<file path="config.mk">
export PLATFORM = sky130hd
export DESIGN_NAME = port_range_acl_checker_unit_flat
export DESIGN_NICKNAME = d
export VERILOG_FILES = /design/src/hdl/prac_pkg.sv /design/src/hdl/prac_if.sv /design/src/hdl/prac_ram.sv /design/src/hdl/prac_cmp.sv /design/src/hdl/prac_seq.sv /design/src/hdl/port_range_acl_checker_unit.sv /design/src/flat_wrapper.sv
export SDC_FILE = /design/constraint.sdc
export NUM_CORES = 2
export LEC_CHECK = 0
export CAP_MARGIN = 25
export CORE_UTILIZATION = 27
export DETAILED_ROUTE_END_ITERATION = 8
export DONT_BUFFER_PORTS = 1
export GPL_TIMING_DRIVEN = 0
export HOLD_SLACK_MARGIN = 0.06
export PLACE_DENSITY_LB_ADDON = 0.1
export SYNTH_ARGS = -nofsm -noshare
export SYNTH_HDL_FRONTEND = slang
export SYNTH_SLANG_ARGS = --single-unit
</file>
<file path="constraint.sdc">
create_clock -name clock -period 12.9 [get_ports clock]
set_clock_uncertainty 0.2 [all_clocks]
set_input_delay 0.645 -clock clock [delete_from_list [all_inputs] [get_ports clock]]
set_output_delay 0.645 -clock clock [all_outputs]
set_load 0.01 [all_outputs]
</file>
<file path="src/hdl/prac_pkg.sv">
`timescale 1ns / 1ps
// ----------------------------------------------------------------------------
// prac_pkg
// shared types and codes of the port range access control checker
// ----------------------------------------------------------------------------
package prac_pkg;

   localparam int PORT_W = 16;

   localparam logic REQ_CHECK = 1'b0;
   localparam logic REQ_ADD   = 1'b1;

   localparam logic [1:0] AUDIT_NONE  = 2'd0;
   localparam logic [1:0] AUDIT_GRANT = 2'd1;
   localparam logic [1:0] AUDIT_DENY  = 2'd2;

   localparam logic [1:0] STATUS_OK        = 2'd0;
   localparam logic [1:0] STATUS_BAD_RANGE = 2'd1;
   localparam logic [1:0] STATUS_FULL      = 2'd2;

   localparam logic [1:0] CSR_CHECK_ENABLED  = 2'd0;
   localparam logic [1:0] CSR_ENFORCE_MODE   = 2'd1;
   localparam logic [1:0] CSR_LEARN_MODE     = 2'd2;
   localparam logic [1:0] CSR_TRUSTED_DOMAIN = 2'd3;

   typedef struct packed {
      logic check_enabled;
      logic enforce_mode;
      logic learn_mode;
      logic trusted_domain;
   } cfg_type;

   typedef struct packed {
      logic              req_type;
      logic              proto_tcp;
      logic [PORT_W-1:0] port_low;
      logic [PORT_W-1:0] port_high;
   } request_type;

   typedef struct packed {
      logic       allowed;
      logic [1:0] audit_kind;
      logic [1:0] status;
      logic       learned;
   } result_type;

   typedef struct packed {
      logic              proto;
      logic [PORT_W-1:0] port_low;
      logic [PORT_W-1:0] port_high;
   } entry_type;

   typedef enum logic [2:0] {
      ST_IDLE,
      ST_DECIDE,
      ST_WALK,
      ST_MISS,
      ST_RESP
   } state_type;

endpackage

</file>
<file path="src/hdl/prac_if.sv">
`timescale 1ns / 1ps
// ----------------------------------------------------------------------------
// prac_if
// request, response and register write channels of the checker
// ----------------------------------------------------------------------------
interface prac_req_if;
   logic        valid;
   logic        ready;
   logic        req_type;
   logic        proto_tcp;
   logic [15:0] port_low;
   logic [15:0] port_high;
   modport source (output valid, req_type, proto_tcp, port_low, port_high, input ready);
   modport sink (input valid, req_type, proto_tcp, port_low, port_high, output ready);
endinterface

interface prac_rsp_if;
   logic       valid;
   logic       ready;
   logic       allowed;
   logic [1:0] audit_kind;
   logic [1:0] status;
   logic       learned;
   modport source (output valid, allowed, audit_kind, status, learned, input ready);
   modport sink (input valid, allowed, audit_kind, status, learned, output ready);
endinterface

interface prac_csr_if;
   logic       valid;
   logic       ready;
   logic [1:0] index;
   logic       data;
   modport source (output valid, index, data, input ready);
   modport sink (input valid, index, data, output ready);
endinterface

</file>
<file path="src/hdl/prac_ram.sv">
`timescale 1ns / 1ps
// ----------------------------------------------------------------------------
// prac_ram
// generic single write port ram with registered read
// ----------------------------------------------------------------------------
module prac_ram #(
   parameter int WIDTH = 33,
   parameter int DEPTH = 64,
   localparam int AW = (DEPTH > 1) ? $clog2(DEPTH) : 1
) (
   input  logic             clock,
   input  logic             wr_en,
   input  logic [AW-1:0]    wr_addr,
   input  logic [WIDTH-1:0] wr_data,
   input  logic             rd_en,
   input  logic [AW-1:0]    rd_addr,
   output logic [WIDTH-1:0] rd_data
);

   logic [WIDTH-1:0] mem_ff [DEPTH];
   logic [WIDTH-1:0] rd_data_ff;

   always_ff @(posedge clock) begin
      if (wr_en) begin
         mem_ff[wr_addr] <= wr_data;
      end
      if (rd_en) begin
         rd_data_ff <= mem_ff[rd_addr];
      end
   end

   assign rd_data = rd_data_ff;

endmodule

</file>
<file path="src/hdl/prac_cmp.sv">
`timescale 1ns / 1ps
// ----------------------------------------------------------------------------
// prac_cmp
// shared range comparator: does one table entry cover the requested range
// ----------------------------------------------------------------------------
module prac_cmp
   import prac_pkg::*;
(
   input  entry_type         ent,
   input  logic              proto,
   input  logic [PORT_W-1:0] lo,
   input  logic [PORT_W-1:0] hi,
   output logic              hit
);

   assign hit = (ent.proto == proto) && (ent.port_low <= lo) && (hi <= ent.port_high);

endmodule

</file>
<file path="src/hdl/prac_seq.sv">
`timescale 1ns / 1ps
// ----------------------------------------------------------------------------
// prac_seq
// sequencer that walks the range table through one comparator
// ----------------------------------------------------------------------------
module prac_seq
   import prac_pkg::*;
#(
   parameter int TABLE_DEPTH = 64,
   localparam int AW = (TABLE_DEPTH > 1) ? $clog2(TABLE_DEPTH) : 1,
   localparam int CW = $clog2(TABLE_DEPTH + 1)
) (
   input  logic        clock,
   input  logic        reset,
   input  cfg_type     cfg,
   input  logic        req_valid,
   output logic        req_ready,
   input  request_type req_data,
   output logic        rsp_valid,
   input  logic        rsp_ready,
   output result_type  rsp_data,
   output logic        ram_rd_en,
   output logic [AW-1:0] ram_rd_addr,
   input  entry_type   ram_rd_data,
   output logic        ram_wr_en,
   output logic [AW-1:0] ram_wr_addr,
   output entry_type   ram_wr_data
);

   state_type   state_ff, state_in;
   request_type req_ff, req_in;
   result_type  res_ff, res_in;
   logic [CW-1:0] idx_ff, idx_in;
   logic [CW-1:0] count_ff, count_in;
   logic        rd_valid_ff, rd_valid_in;

   logic early;
   logic issue;
   logic hit;
   logic cmp_hit;
   logic walk_done;
   logic full;

   prac_cmp u_cmp (
      .ent   (ram_rd_data),
      .proto (req_ff.proto_tcp),
      .lo    (req_ff.port_low),
      .hi    (req_ff.port_high),
      .hit   (cmp_hit)
   );

   assign early = (req_ff.req_type == REQ_CHECK)
                  ? (!cfg.check_enabled || cfg.trusted_domain)
                  : (req_ff.port_low > req_ff.port_high);
   assign issue     = idx_ff < count_ff;
   assign hit       = rd_valid_ff && cmp_hit;
   assign walk_done = !issue && !rd_valid_ff;
   assign full      = count_ff >= CW'(TABLE_DEPTH);

   // next state
   always_comb begin
      state_in = state_ff;
      unique case (state_ff)
         ST_IDLE: begin
            if (req_valid) state_in = ST_DECIDE;
         end
         ST_DECIDE: begin
            state_in = early ? ST_RESP : ST_WALK;
         end
         ST_WALK: begin
            if (hit) state_in = ST_RESP;
            else if (walk_done) state_in = ST_MISS;
         end
         ST_MISS: begin
            state_in = ST_RESP;
         end
         ST_RESP: begin
            if (rsp_ready) state_in = ST_IDLE;
         end
         default: state_in = ST_IDLE;
      endcase
   end

   // outputs and datapath control
   always_comb begin
      req_ready   = 1'b0;
      rsp_valid   = 1'b0;
      req_in      = req_ff;
      res_in      = res_ff;
      idx_in      = idx_ff;
      rd_valid_in = 1'b0;
      count_in    = count_ff;
      ram_rd_en   = 1'b0;
      ram_rd_addr = idx_ff[AW-1:0];
      ram_wr_en   = 1'b0;
      ram_wr_addr = count_ff[AW-1:0];
      ram_wr_data = '{proto: req_ff.proto_tcp, port_low: req_ff.port_low,
                      port_high: req_ff.port_high};
      unique case (state_ff)
         ST_IDLE: begin
            req_ready = 1'b1;
            req_in    = req_data;
            if (req_data.req_type == REQ_CHECK) begin
               req_in.port_high = req_data.port_low;
            end
         end
         ST_DECIDE: begin
            idx_in = '0;
            res_in = '{allowed: 1'b0, audit_kind: AUDIT_NONE, status: STATUS_OK,
                       learned: 1'b0};
            if (req_ff.req_type == REQ_CHECK) begin
               res_in.allowed = 1'b1;
               if (cfg.check_enabled) res_in.audit_kind = AUDIT_GRANT;
            end else begin
               res_in.status = STATUS_BAD_RANGE;
            end
         end
         ST_WALK: begin
            ram_rd_en   = issue;
            rd_valid_in = issue;
            idx_in      = idx_ff + CW'(issue);
            res_in = '{allowed: 1'b1, audit_kind: AUDIT_NONE, status: STATUS_OK,
                       learned: 1'b0};
            if (req_ff.req_type == REQ_CHECK) res_in.audit_kind = AUDIT_GRANT;
         end
         ST_MISS: begin
            res_in = '{allowed: 1'b0, audit_kind: AUDIT_NONE, status: STATUS_OK,
                       learned: 1'b0};
            if (req_ff.req_type == REQ_CHECK) begin
               res_in.audit_kind = AUDIT_DENY;
               if (!cfg.enforce_mode) begin
                  res_in.allowed = 1'b1;
                  if (cfg.learn_mode) begin
                     if (full) begin
                        res_in.status = STATUS_FULL;
                     end else begin
                        res_in.learned = 1'b1;
                        ram_wr_en      = 1'b1;
                        count_in       = count_ff + CW'(1);
                     end
                  end
               end
            end else begin
               if (full) begin
                  res_in.status = STATUS_FULL;
               end else begin
                  res_in.allowed = 1'b1;
                  res_in.learned = 1'b1;
                  ram_wr_en      = 1'b1;
                  count_in       = count_ff + CW'(1);
               end
            end
         end
         ST_RESP: begin
            rsp_valid = 1'b1;
         end
         default: begin
         end
      endcase
   end

   always_ff @(posedge clock) begin
      if (reset) begin
         state_ff    <= ST_IDLE;
         count_ff    <= '0;
         rd_valid_ff <= 1'b0;
      end else begin
         state_ff    <= state_in;
         count_ff    <= count_in;
         rd_valid_ff <= rd_valid_in;
      end
   end

   always_ff @(posedge clock) begin
      req_ff <= req_in;
      idx_ff <= idx_in;
      if (state_ff != ST_RESP) begin
         res_ff <= res_in;
      end
   end

   assign rsp_data = res_ff;

endmodule

</file>
<file path="src/hdl/port_range_acl_checker_unit.sv">
`timescale 1ns / 1ps
// ----------------------------------------------------------------------------
// port_range_acl_checker_unit
// connect port permission table for one security domain
// ----------------------------------------------------------------------------
// One transaction at a time. A request that needs no table lookup (checking
// off, trusted domain, or an add with low above high) goes from the decide
// state straight to the response. Otherwise a single range comparator walks
// the stored entries one per cycle out of a RAM with registered read, up to
// the first hit or, on a miss, through every stored entry and the miss state,
// and the response then waits for rsp_if.ready; the next request can be
// taken in the cycle after the response is accepted. The table needs no
// clearing after reset; only entries below the fill count are ever read.
// Register writes are taken at any time and should be made while no
// transaction is in flight.
module port_range_acl_checker_unit
   import prac_pkg::*;
#(
   parameter int TABLE_DEPTH = 64
) (
   input logic          clock,
   input logic          reset,
   prac_req_if.sink     req_if,
   prac_rsp_if.source   rsp_if,
   prac_csr_if.sink     csr_if
);

   localparam int AW = (TABLE_DEPTH > 1) ? $clog2(TABLE_DEPTH) : 1;

   cfg_type     cfg_ff, cfg_in;
   request_type req_data;
   result_type  rsp_data;
   logic        ram_rd_en;
   logic [AW-1:0] ram_rd_addr;
   entry_type   ram_rd_data;
   logic        ram_wr_en;
   logic [AW-1:0] ram_wr_addr;
   entry_type   ram_wr_data;

   // register file
   assign csr_if.ready = 1'b1;

   always_comb begin
      cfg_in = cfg_ff;
      if (csr_if.valid) begin
         unique case (csr_if.index)
            CSR_CHECK_ENABLED:  cfg_in.check_enabled  = csr_if.data;
            CSR_ENFORCE_MODE:   cfg_in.enforce_mode   = csr_if.data;
            CSR_LEARN_MODE:     cfg_in.learn_mode     = csr_if.data;
            CSR_TRUSTED_DOMAIN: cfg_in.trusted_domain = csr_if.data;
            default: cfg_in = cfg_ff;
         endcase
      end
   end

   always_ff @(posedge clock) begin
      if (reset) begin
         cfg_ff <= '0;
      end else begin
         cfg_ff <= cfg_in;
      end
   end

   assign req_data = '{req_type: req_if.req_type, proto_tcp: req_if.proto_tcp,
                       port_low: req_if.port_low, port_high: req_if.port_high};

   prac_ram #(
      .WIDTH ($bits(entry_type)),
      .DEPTH (TABLE_DEPTH)
   ) u_ram (
      .clock   (clock),
      .wr_en   (ram_wr_en),
      .wr_addr (ram_wr_addr),
      .wr_data (ram_wr_data),
      .rd_en   (ram_rd_en),
      .rd_addr (ram_rd_addr),
      .rd_data (ram_rd_data)
   );

   prac_seq #(
      .TABLE_DEPTH (TABLE_DEPTH)
   ) u_seq (
      .clock       (clock),
      .reset       (reset),
      .cfg         (cfg_ff),
      .req_valid   (req_if.valid),
      .req_ready   (req_if.ready),
      .req_data    (req_data),
      .rsp_valid   (rsp_if.valid),
      .rsp_ready   (rsp_if.ready),
      .rsp_data    (rsp_data),
      .ram_rd_en   (ram_rd_en),
      .ram_rd_addr (ram_rd_addr),
      .ram_rd_data (ram_rd_data),
      .ram_wr_en   (ram_wr_en),
      .ram_wr_addr (ram_wr_addr),
      .ram_wr_data (ram_wr_data)
   );

   assign rsp_if.allowed    = rsp_data.allowed;
   assign rsp_if.audit_kind = rsp_data.audit_kind;
   assign rsp_if.status     = rsp_data.status;
   assign rsp_if.learned    = rsp_data.learned;

   // checks
   a_no_overlap: assert property (@(posedge clock) disable iff (reset)
      rsp_if.valid |-> !req_if.ready)
      else $error("request taken while a response is pending");

   a_busy_after_accept: assert property (@(posedge clock) disable iff (reset)
      (req_if.valid && req_if.ready) |=> !req_if.ready)
      else $error("ready held after a transaction was taken");

   a_learned_allowed: assert property (@(posedge clock) disable iff (reset)
      (rsp_if.valid && rsp_if.learned) |-> (rsp_if.allowed && rsp_if.status == STATUS_OK))
      else $error("entry appended on a refused transaction");

   a_bad_range: assert property (@(posedge clock) disable iff (reset)
      (rsp_if.valid && rsp_if.status == STATUS_BAD_RANGE)
         |-> (!rsp_if.allowed && rsp_if.audit_kind == AUDIT_NONE))
      else $error("invalid range reported as granted or audited");

endmodule

</file>
<file path="src/flat_wrapper.sv">
// flat-port wrapper written by rule: the top's interface ports become plain ports
module port_range_acl_checker_unit_flat import prac_pkg::*;
#(
   parameter int TABLE_DEPTH = 64
)
  (clock, reset, req_if_valid, req_if_req_type, req_if_proto_tcp, req_if_port_low, req_if_port_high, req_if_ready, rsp_if_valid, rsp_if_allowed, rsp_if_audit_kind, rsp_if_status, rsp_if_learned, rsp_if_ready, csr_if_valid, csr_if_index, csr_if_data, csr_if_ready);
  prac_req_if req_if_i ();
  prac_rsp_if rsp_if_i ();
  prac_csr_if csr_if_i ();
  input logic clock;
  input logic reset;
  input wire logic [$bits(req_if_i.valid)-1:0] req_if_valid;
  input wire logic [$bits(req_if_i.req_type)-1:0] req_if_req_type;
  input wire logic [$bits(req_if_i.proto_tcp)-1:0] req_if_proto_tcp;
  input wire logic [$bits(req_if_i.port_low)-1:0] req_if_port_low;
  input wire logic [$bits(req_if_i.port_high)-1:0] req_if_port_high;
  output wire logic [$bits(req_if_i.ready)-1:0] req_if_ready;
  output wire logic [$bits(rsp_if_i.valid)-1:0] rsp_if_valid;
  output wire logic [$bits(rsp_if_i.allowed)-1:0] rsp_if_allowed;
  output wire logic [$bits(rsp_if_i.audit_kind)-1:0] rsp_if_audit_kind;
  output wire logic [$bits(rsp_if_i.status)-1:0] rsp_if_status;
  output wire logic [$bits(rsp_if_i.learned)-1:0] rsp_if_learned;
  input wire logic [$bits(rsp_if_i.ready)-1:0] rsp_if_ready;
  input wire logic [$bits(csr_if_i.valid)-1:0] csr_if_valid;
  input wire logic [$bits(csr_if_i.index)-1:0] csr_if_index;
  input wire logic [$bits(csr_if_i.data)-1:0] csr_if_data;
  output wire logic [$bits(csr_if_i.ready)-1:0] csr_if_ready;
  assign req_if_i.valid = req_if_valid;
  assign req_if_i.req_type = req_if_req_type;
  assign req_if_i.proto_tcp = req_if_proto_tcp;
  assign req_if_i.port_low = req_if_port_low;
  assign req_if_i.port_high = req_if_port_high;
  assign req_if_ready = req_if_i.ready;
  assign rsp_if_valid = rsp_if_i.valid;
  assign rsp_if_allowed = rsp_if_i.allowed;
  assign rsp_if_audit_kind = rsp_if_i.audit_kind;
  assign rsp_if_status = rsp_if_i.status;
  assign rsp_if_learned = rsp_if_i.learned;
  assign rsp_if_i.ready = rsp_if_ready;
  assign csr_if_i.valid = csr_if_valid;
  assign csr_if_i.index = csr_if_index;
  assign csr_if_i.data = csr_if_data;
  assign csr_if_ready = csr_if_i.ready;
  port_range_acl_checker_unit #(.TABLE_DEPTH(TABLE_DEPTH)) u_core (.clock(clock), .reset(reset), .req_if(req_if_i), .rsp_if(rsp_if_i), .csr_if(csr_if_i));
endmodule
</file>
# --- After elaboration in Yosys (flattened, before gate mapping) ---
# Memory sizes are Yosys's and may differ from the RTL's. A register that Yosys moved wholly into a read port is not among the register bits.
# Cells that the tools add are included.
totals:
  reg_bits: 62
  latchBits: 0
  ram_bits: 2112
  mem_bits_ro: 0
  in_bits: 42
  output_inout_bits: 9
  elab_cells: 92
  mem_count: 1
mem_list:
  columns: ["name", "words", "word_bits", "read_ports", "rd_ports_with_merged_regs", "write_ports", "line", "source"]
  rows:
  - ["u_core.u_ram.mem_ff", 64, 33, 1, 1, 1, "prac_ram.sv:20", "logic [WIDTH-1:0] mem_ff [DEPTH];"]
op_classes:
  add_sub_neg: 2
  n_mul: 0
  div_mod_pow: 0
  order_cmp: 5
  eq_ne: 13
  shift: 0
  mux: 35
  n_bitwise: 0
  reduce_logical: 20
op_table:
  columns: ["op", "n"]
  rows:
  - ["16-bit less-or-equal comparator", 2]
  - ["7-bit 2-to-1 mux", 4]
  - ["3-bit 2-to-1 mux", 9]
  - ["6-bit case mux with 3 select lines", 1]
  - ["16-bit > comparator", 1]
  - ["1-bit 2-to-1 mux", 16]
  - ["16-bit 2-to-1 mux", 1]
  - ["3-bit case mux with 5 select lines", 1]
  - ["7-bit case mux with 2 select lines", 1]
  - ["2-bit AND reduction", 5]
  - ["7-bit by 1-bit adder with 7-bit output", 1]
  - ["7-bit by 1-bit adder with 7-bit output, second input constant", 1]
  - ["7-bit greater-or-equal comparator, second input constant", 1]
  - ["7-bit < comparator", 1]
  - ["3-bit by 2-bit == test with 1-bit output, second input constant", 2]
  - ["2-bit inequality test, second input constant", 3]
  - ["3-bit inequality test, second input constant", 2]
  - ["3-bit AND reduction", 2]
  - ["2-bit == test, second input constant", 2]
  - ["1-bit logical AND", 4]
  - ["2-bit 2-to-1 mux", 2]
  - ["2-bit nonzero test", 2]
  - ["3-bit by 1-bit == test with 1-bit output, second input constant", 1]
  - ["3-bit == test, second input constant", 1]
  - ["other kinds (7)", 9]

# --- Logic depth before layout (Yosys ltp) ---
logic_depth:
  word_depth: 8
  ltp_mapped: 14
  mapped_depth_nobuf: 13

# --- Cells and area by module ---
# A second synthesis with hierarchy kept.
hier_totals:
  cells_unflattened: 4032
  area_unflattened_um2: 85872.4
modules_own_cells:
  columns: ["module", "instances", "cells_each", "area_per_inst_um2", "seq_area_each_um2"]
  rows:
  - ["prac_ram", 1, 3598, 81523.2, 64411.8]
  - ["prac_seq", 1, 298, 3323.2, 1631.6]
  - ["prac_cmp", 1, 117, 830.8, 0.0]
  - ["port_range_acl_checker_unit", 1, 19, 195.2, 80.1]

# --- Worst setup path before layout ---
# Ideal clock, no wire load.
synth_timing:
  path_kind: "flip-flop to flip-flop"
  start: "reg u_core.u_seq.idx_ff[0]"
  end: "reg u_core.u_ram.rd_data_ff[0] (netlist: u_core.u_ram.rd_data[0]) (read register of u_core.u_ram.mem_ff) (enable)"
  setup_time_ns: 0.465
  arrival_ns: 3.823
  required_time_ns: 12.235
  slack_ns: 8.412
  stages_incl_launch_ff: 10
  path_buffers: 3
  synth_period_minus_slack_ns: 4.488
  path_cell_list: "edfxtp_1 -> buf_4 -> buf_6 -> buf_4 -> o21ai_0 -> a21boi_0 -> o21ai_0 -> a21oi_1 -> o21a_1 -> nor3_1"
synth_via:
  elab_chain_cells: 2
synth_lines:
  columns: ["item", "line", "source"]
  rows:
  - ["start: declaration", "prac_seq.sv:33", "logic [CW-1:0] idx_ff, idx_in;"]
  - ["start signal: assignment", "prac_seq.sv:176", "idx_ff <= idx_in;"]
  - ["7-bit < comparator", "prac_seq.sv:55", "assign issue = idx_ff < count_ff;"]
  - ["1-bit 2-to-1 mux", null, null]
  - ["named net u_core.ram_rd_en", "port_range_acl_checker_unit.sv:33", "logic ram_rd_en;"]
  - ["end: declaration", "prac_ram.sv:21", "logic [WIDTH-1:0] rd_data_ff;"]
# The timed path passes the listed nets, and every way through them passes these cells.
# A chain may end at the register's enable or synchronous reset.

# --- Worst setup path after layout ---
layout_timing:
  start: "reg u_core.u_seq.idx_ff[1]"
  end: "reg u_core.u_ram.rd_data_ff[15] (netlist: u_core.u_ram.rd_data[15]) (read register of u_core.u_ram.mem_ff) (data pin)"
layout_via:
  elab_chain_cells: 2
layout_lines:
  columns: ["item", "line"]
  rows:
  - ["7-bit < comparator", "prac_seq.sv:55"]
  - ["1-bit 2-to-1 mux", null]
# Several ways; a longest one is shown, not always the timed one.

==> summary.txt <==
Max-cap violations -> 0
Vias in the first global route -> 41.02k
Cells after Synth -> 3535
Area occupied by multi-input gates -> 18230 um^2
Commonest non-fill, non-tap cell in the layout -> edfxtp_1
Crit path arrival time -> 5730 ps
Die area -> 317000 um^2
Fillers -> 29.38k
Share of layout cells above drive strength 1 -> 32.09%
Number of synthesis warnings -> 0
CTS Buf Count -> 248
CTS tree -> built
Clock Tree Buf Depth -> 4
Unrepaired setup endpoints after global routing -> no
Fmax -> 0.1876 GHz
Yosys reg bits -> 2207
Power Density -> 222.5 nW/um^2
Max-slew violation count -> 1
FP Rows -> 205
Global-route wire length before repair -> 361400 um
Detailed-route via count -> 39.64k
Period utilization -> 41.33%
Dpl hpwl -> 182700 um
Ys flop type -> edfxtp_1
ANT nets after route -> 0
1st-iter DRT viols -> 3581
Initial Utilization -> 27.20%
Congestion Overflow GR -> 0
Routed Wire Length -> 265300 um
Async set or reset register ratio after synthesis -> 0%
CP required -> 13300 ps
Post-synth EDFFs -> 2192
Post-route cell area -> 103700 um^2
Initial antenna violation count -> 25
Mapped Area -> 84990 um^2
DRC viols -> 0
Worst Hold Class -> input port to flop
H-Tree Depth -> 4
Worst slew pin tran -> 1535 ps
First-pass DRT Iterations -> 5
Clk_lat worst skew -> 920 ps
Placer Congestion -> 0.8080
Register area -> 66120 um^2
Leak -> 32.04 nW
Final number of hold-violating endpoints -> 0
Worst setup margin -> 7568 ps
Worst IR drop on VDD -> 0.1176 mV
Number of port buffers -> 0
Fin cells -> 8399
Count of cell types in the netlist -> 54
Switch Pwr -> 7.350 mW
Die H -> 563.0 um
Area delta synth->final -> 22.03%
CP endpoint kind -> flop
Placed Area -> 95620 um^2
Syn nets -> 3635
Switching part of the total power -> 31.85%
Met3 WL -> 12260 um
Vias per Instance -> 4.720
Clock slew at reported path FFs -> 60 ps
Pint -> 15.72 mW
Setup_tns -> 0 ps
Root buffer cell -> clkbuf_16
Pre-CTS setup slack -> 7648 ps
Comb pwr share -> 31.1%
Pin count of the biggest net entering global routing -> 33
Rel. slew slack -> -2.346%
Top layer in use -> met5
Routed length on met2 -> 128300 um
Avg Inst Size Synth -> 24.04 um^2
# setup viols final -> 0
Status -> complete, but fails checks
Sequential power share -> 40.0%
Sink Count -> 2207
Critical path peak fanout -> 10
Layout Nets -> 4154
Setup bufs post-CTS -> 0
Die width -> 563.0 um
Register area share after synthesis -> 77.81%
Met1 wire length -> 118300 um
Failing checks -> slew limit
Core Region -> 312400 um^2
Post-layout min period -> 5332 ps
Startpoint types -> flop
GRT Util Overall -> 16.72%
Dpl cells -> 7892
Most frequent cells in the layout -> edfxtp_1 (2192), mux4_2 (660), clkbuf_16 (249), clkbuf_1 (156), buf_16 (112)
Critical path type -> flop to flop
Clock network power share -> 28.9%
I/O pins -> 51
Avg WL per Cell -> 31.59 um
==> Yosys cell counts (4+ instances only) <==
master / n / area, um^2
edfxtp_1: 2192 / 65820
mux4_2: 660 / 14860
nor2_1: 103 / 386.6
clkbuf_1: 95 / 356.6
a22oi_1: 66 / 495.5
inv_1: 62 / 232.7
ha_1: 58 / 725.7
nand2_1: 51 / 191.4
buf_2: 27 / 135.1
a21oi_1: 24 / 120.1
nand3_1: 21 / 105.1
buf_4: 20 / 150.1
buf_1: 16 / 60.06
buf_6: 16 / 180.2
mux2_2: 16 / 180.2
dfxtp_1: 15 / 300.3
xnor2_1: 9 / 78.83
nand4_1: 8 / 50.05
nor3_1: 7 / 35.03
o21ai_0: 6 / 30.03
nor2b_1: 5 / 31.28
a21o_1: 4 / 30.03
mux2i_1: 4 / 40.04
==> flip-flops by register name (all words and copies together), names as in the netlist <==
name                      cells
u_core.u_seq.rsp_data         6
u_core.u_seq.ram_wr_data     33
u_core.u_ram.rd_data         33
u_core.u_seq.idx_ff           7
u_core.u_seq.state_ff         3
u_core.u_seq.count_ff         7
u_core.u_ram.mem_ff        2112
u_core.u_seq.req_ff           1
u_core.cfg_ff                 4
u_core.u_seq.rd_valid_ff      1
==> layer usage <==
metal,GRT usage (%),up-vias
met5,0,-
met4,4.154,6
met3,2.751,317
met2,27.41,936
met1,23.10,22070
li1,-,16310
==> worst paths after layout <==
path,endpoint,slack [ps],start,depth (start not counted)
worst max register to register,u_core.u_ram.rd_data[15],7570,u_core.u_seq.idx_ff[1],7
worst min-delay path,u_core.u_seq.state_ff[2],130,reset,2
worst min register to register,u_core.cfg_ff[0],310,u_core.cfg_ff[0],2
worst max-delay path,u_core.u_ram.rd_data[15],7570,u_core.u_seq.idx_ff[1],7
==> power groups by stage <==
| stage | clock network (mW) | registers (mW) | logic (mW) |
|---|---|---|---|
| 4_1_cts | 6.86 | 9.24 | 7.37 |
| 2_1_floorplan | 0 | 9.65 | 3.01 |
| 3_3_place_gp | 0 | 10.6 | 5.16 |
| 3_5_place_dp | 0 | 9.39 | 7.35 |
| 5_1_grt | 7.10 | 9.25 | 7.57 |
| 6_report | 6.66 | 9.24 | 7.18 |
==> worst max-delay path, cell delays in order (launching register included) <==
cell and delay (ps):
edfxtp_1 530, clkbuf_1 530, clkbuf_2 700, clkbuf_1 800, mux4_2 430, mux4_2 550, a22oi_1 1160, nand2_1 110
==> area by class of cell <==
type,count,share of cell area [%]
diodes,5,0.01206
inverters,63,0.2280
flip-flops and latches,2207,63.76
repair buffers,269,5.325
clock buffers,314,6.244
plain buffers,174,0.8554
well taps,4140,4.995
clock inverters,136,0.9990
multi-input cells,1091,17.58
==> stage by stage <==
stage	hold slack, ps	utilization [%]	power [mW]
floorplan	256.5	-	12.65
global placement	281.1	28.86	15.80
detailed placement	290.4	30.61	16.74
CTS	91.36	33.15	23.46
global route	101.4	33.19	23.92
finish	130.4	33.20	23.08
==> timing repair <==
action | 4_1_cts | 5_1_grt
endpoints found under the hold margin | 41 | 0
gates resized for setup | 0 | 0
hold buffers | 44 | 0
==> logic make-up (layout without fill, tap and decap cells) <==
kind of cell | Yosys count | in the layout | share of synthesized area [%]
flip-flops | 2207 | 2207 | 77.81
adder cells (fa/ha/maj) | 58 | 58 | 0.8539
multiplexers | 680 | 680 | 17.75
AO/OA/AOI/OAI | 121 | 121 | 0.9967
AND/OR/NAND/NOR | 219 | 219 | 1.150
XOR/XNOR | 12 | 12 | 0.1237
buffers and inverters | 237 | 956 | 1.316
other | 1 | 6 | 0.004413
(Power assumes the default switching activity.)
